**config.mk**
```make
export PLATFORM = sky130hd
export DESIGN_NAME = rwf_ctrl
export DESIGN_NICKNAME = d
export VERILOG_FILES = /design/src/hw/rtl/rwf_pkg.sv /design/src/hw/rtl/rwf_ctrl.sv
export SDC_FILE = /design/constraint.sdc
export NUM_CORES = 1
export LEC_CHECK = 0
export ABC_AREA = 1
export BUFFER_PORTS_ARGS = -buffer_cell sky130_fd_sc_hd__buf_4
export CAP_MARGIN = 0
export CORE_AREA = 2 2 39 41
export DETAILED_ROUTE_END_ITERATION = 8
export DIE_AREA = 0 0 41 43
export PLACE_DENSITY_LB_ADDON = 0.05
export SLEW_MARGIN = 10
export SYNTH_ARGS = -nofsm -noshare
export SYNTH_HDL_FRONTEND = slang
export SYNTH_SLANG_ARGS = --single-unit
```
**constraint.sdc**
```tcl
create_clock -name clk -period 1.9 [get_ports clk]
set_input_delay 0.095 -clock clk [delete_from_list [all_inputs] [get_ports clk]]
set_output_delay 0.095 -clock clk [all_outputs]
set_load 0.05 [all_outputs]
```
**src/hw/rtl/rwf_pkg.sv**
```systemverilog
// Shared types, constants and control structs for the replay window filter.
package rwf_pkg;

  localparam int unsigned SeqW        = 64;
  localparam int unsigned VerdictW    = 2;
  localparam int unsigned SlotsDef    = 256;
  localparam int unsigned ModStepBits = 4;
  localparam int unsigned ModSteps    = SeqW / ModStepBits;
  localparam int unsigned ModCntW     = $clog2(ModSteps);
  localparam int unsigned OutDataW    = ((VerdictW + 7) / 8) * 8;
  localparam int unsigned CfgAddrW    = 4;
  localparam int unsigned CfgDataW    = 64;

  localparam logic [SeqW-1:0] SlotEmpty = '1;

  typedef enum logic [1:0] {
    VERDICT_ACCEPT    = 2'd0,
    VERDICT_TOO_OLD   = 2'd1,
    VERDICT_DUPLICATE = 2'd2
  } verdict_t;

  typedef enum logic [2:0] {
    ST_CLEAR,
    ST_IDLE,
    ST_MOD,
    ST_READ,
    ST_DECIDE
  } state_t;

  typedef struct packed {
    logic clr_we;
    logic load;
    logic mod_step;
    logic rd_en;
    logic commit;
  } rwf_cmd_t;

  typedef struct packed {
    logic clr_last;
  } rwf_sts_t;

endpackage

```
**src/hw/rtl/rwf_ctrl.sv**
```systemverilog
// Controller state machine that sequences clearing, slot selection, lookup and commit.
module rwf_ctrl #(
  parameter int unsigned SLOTS = rwf_pkg::SlotsDef
) (
  input  logic               clk,
  input  logic               rst_n,
  input  logic               in_valid,
  output logic               in_ready,
  output logic               out_valid,
  input  logic               out_ready,
  input  rwf_pkg::rwf_sts_t  sts,
  output rwf_pkg::rwf_cmd_t  cmd
);

  localparam bit IsPow2 = (SLOTS & (SLOTS - 1)) == 0;

  rwf_pkg::state_t                 state_r, state_nxt;
  logic [rwf_pkg::ModCntW-1:0]     mod_cnt_r, mod_cnt_nxt;
  logic                            out_valid_r, out_valid_nxt;

  always_ff @(posedge clk) begin
    if (!rst_n) begin
      state_r     <= rwf_pkg::ST_CLEAR;
      mod_cnt_r   <= '0;
      out_valid_r <= 1'b0;
    end else begin
      state_r     <= state_nxt;
      mod_cnt_r   <= mod_cnt_nxt;
      out_valid_r <= out_valid_nxt;
    end
  end

  always_comb begin
    state_nxt   = state_r;
    mod_cnt_nxt = mod_cnt_r;
    cmd         = '0;
    in_ready    = 1'b0;
    case (state_r)
      rwf_pkg::ST_CLEAR: begin
        cmd.clr_we = 1'b1;
        if (sts.clr_last) begin
          state_nxt = rwf_pkg::ST_IDLE;
        end
      end
      rwf_pkg::ST_IDLE: begin
        in_ready = 1'b1;
        if (in_valid) begin
          cmd.load    = 1'b1;
          mod_cnt_nxt = '0;
          state_nxt   = IsPow2 ? rwf_pkg::ST_READ : rwf_pkg::ST_MOD;
        end
      end
      rwf_pkg::ST_MOD: begin
        cmd.mod_step = 1'b1;
        mod_cnt_nxt  = mod_cnt_r + 1'b1;
        if (mod_cnt_r == rwf_pkg::ModCntW'(rwf_pkg::ModSteps - 1)) begin
          state_nxt = rwf_pkg::ST_READ;
        end
      end
      rwf_pkg::ST_READ: begin
        cmd.rd_en = 1'b1;
        state_nxt = rwf_pkg::ST_DECIDE;
      end
      rwf_pkg::ST_DECIDE: begin
        if (!out_valid_r || out_ready) begin
          cmd.commit = 1'b1;
          state_nxt  = rwf_pkg::ST_IDLE;
        end
      end
      default: begin
        state_nxt = rwf_pkg::ST_CLEAR;
      end
    endcase
  end

  always_comb begin
    if (cmd.commit) begin
      out_valid_nxt = 1'b1;
    end else if (out_ready) begin
      out_valid_nxt = 1'b0;
    end else begin
      out_valid_nxt = out_valid_r;
    end
  end

  assign out_valid = out_valid_r;

endmodule

```
==> run metrics <==
Initial Util 33.00%; layout cells sized above 1 33.33%; post-CTS setup buffers 0; Worst-Margin Slew 0.3085 ns; R2R Path End mod_cnt_r[2]; overall power 0.0004551 W; clk_skew around 0.0058 ns; CTS buffer count 3; Placed Cells 91; I/O pin total 12; Setup TNS 0 ns; CP Launch Type flop; most common cell after layout, fill and taps aside buf_4; via/cell ratio 4.521; htree depth 1; relative slew slack 79.41%; fin crit share 73.15%; Reg2Reg Setup Slack approximately 0.81 ns; min Tclk post-route 1.390 ns; Initial DRC Count 6; Max Freq between 0.7 and 0.8 GHz; routed wire length around 900 um; first-pass GRT wire length 1573 um; GR Layer Usage met2 ~18%; hpwl dp 707.5 um; post-route setup slack 0.5102 ns; leading cell types in the layout, fill and taps excluded buf_4, nor2_1, nand2_1, nand3_1, dfxtp_1; Leakage Power 0.2786 nW; post-synthesis net count a little over 70; Post-Syn Area 456.7 um2; setup violators final 0; core footprint 1384 um2; RePlAce Congestion about 0.63; max-cap violations 0; clk sink count 8; port bufs 11; wire length per cell 9.851 um; Die Height 43 um; CTS Buffer Depth 2; CP Capture Type output port; largest net degree at the start of global routing 9; FP Rows 14; Max FO, Critical Path 6; post-CTS sizing 0; drt first pass iters 4; DIE AREA 1763 um2; CTS root buffer clkbuf_4; RSZ-0062 raised after global routing no; gr usage total 13.90%; WP data arrival 1.29 ns; Die X 41 um; Synth Register Bits 8; count of cell types in the netlist 23; critical register-to-register path startpoint mod_cnt_r[0]; vias in the first global route about 370; Setup CP Type flop to output port; Routed Antenna Nets 0; Slew Limit Fails 0; Worst Reg-to-Reg Cells 4; Req. time, crit path 1.80 ns; pre-CTS worst setup slack 0.7724 ns; met3 usage 3.141%; hold_buf cts 0; TritonCTS clock tree done; Final Non-Filler Cells between 90 and 100; Cells after Synth 66; Worst Hold Class input pin to flop; maximum vdd drop between 0.3 and 0.4 mV; Yosys warnings 0; Worst setup startpoint state_r[0]; status finished clean; vias after detailed routing 425; worst skew pair latency 0.26 ns; Power Dens Cells 799.3 nW/um2; GRT busiest layer met2; CP Capture Point cmd[3]; total gr overflow 0; Layout Nets 86; antenna violations before repair 0; antenna cells 0; Seq/Total Area, Yosys 35.07%; # DRC 0; final hold vios 0; met1 usage 17.21%; Area growth, synth to finish 24.66%; Avg Inst Size Synth 6.920 um2; Clock transition at path regs ~0.060 ns
stage by stage:
step	hold WS [ns]	util, %	instance area, um2
final	0.1108	41.14	569.3
after global routing	0.1192	41.14	569.3
after CTS	0.1126	41.14	569.3
after detailed placement	0.3806	39.51	546.8
after global placement	0.3765	39.51	546.8
after floorplan	0.2368	-	456.7
area by class of cell:
type	instances	area [um2]
Fill cell	159	814.5
Multi-Input combinational cell	46	241.5
Sequential cell	8	160.2
Timing Repair Buffer	11	82.58
Inverter	10	42.54
Clock buffer	3	22.52
Tap cell	16	20.02
cells by family (layout without fill, tap and decap cells):
logic type,count (synthesis),count (layout),share of synthesized area [%]
AO/OA/AOI/OAI,9,9,10.68
adder cells (fa/ha/maj),1,1,2.739
buffers and inverters,12,24,12.05
flip-flops,8,8,35.07
AND/OR/NAND/NOR,36,36,39.45
cells in the mapped netlist:
library cell | instances | area [um2]
nor2_1 | 10 | 37.54
inv_1 | 4 | 15.01
o21ai_0 | 1 | 5.000
dfxtp_1 | 8 | 160.2
nand2_4 | 1 | 11.26
a21oi_1 | 6 | 30.03
nand2_2 | 1 | 6.260
clkinv_1 | 1 | 3.750
or2_2 | 1 | 6.260
nand3_1 | 9 | 45.04
nor2_4 | 1 | 11.26
nand2_1 | 9 | 33.78
buf_4 | 1 | 7.510
ha_1 | 1 | 12.51
nand3b_1 | 1 | 7.510
a21oi_2 | 1 | 8.760
buf_2 | 1 | 5.000
nor3_2 | 1 | 10.01
nor2_2 | 1 | 6.260
inv_2 | 4 | 15.01
o21ai_1 | 1 | 5.000
clkinv_4 | 1 | 8.760
nor3_1 | 1 | 5.000
worst max-delay path, stage by stage (launching register included):
cell and delay (ns):
dfxtp_1 0.40, inv_2 0.09, nor3_2 0.16, nand2_2 0.14
inv_2 0.06, buf_4 0.18
registers in the layout, indices dropped and copies added (netlist names):
| register | flops |
|---|---|
| out_valid | 1 |
| state_r | 3 |
| mod_cnt_r | 4 |
metal layers:
metal  share of wire [%]  vias up
li1                    -      234
met1                  51      181
met2                  43        8
met3                 4.1        2
met4                 1.8        0
met5                   0        -
how the worst min path moves through the flow:
stage	slack (ns)	depth (start not counted)	endpoint	startpoint
final	0.11	3	state_r[0]	rst_n
after floorplan	0.24	2	mod_cnt_r[0]	rst_n
after global placement	0.38	3	mod_cnt_r[0]	rst_n
after detailed placement	0.38	3	state_r[0]	rst_n
after CTS	0.11	3	state_r[0]	rst_n
after global routing	0.12	3	state_r[0]	rst_n
power breakdown:
group / leakage [nW] / internal (W) / switching [W]
clock network: 0.0138 / 0.0000724 / 0.0000597
registers: 0.0650 / 0.000176 / 0.0000105
logic: 0.200 / 0.0000425 / 0.0000941
total: 0.279 / 0.000291 / 0.000164
No activity file was read; power rests on OpenSTA's default activity.
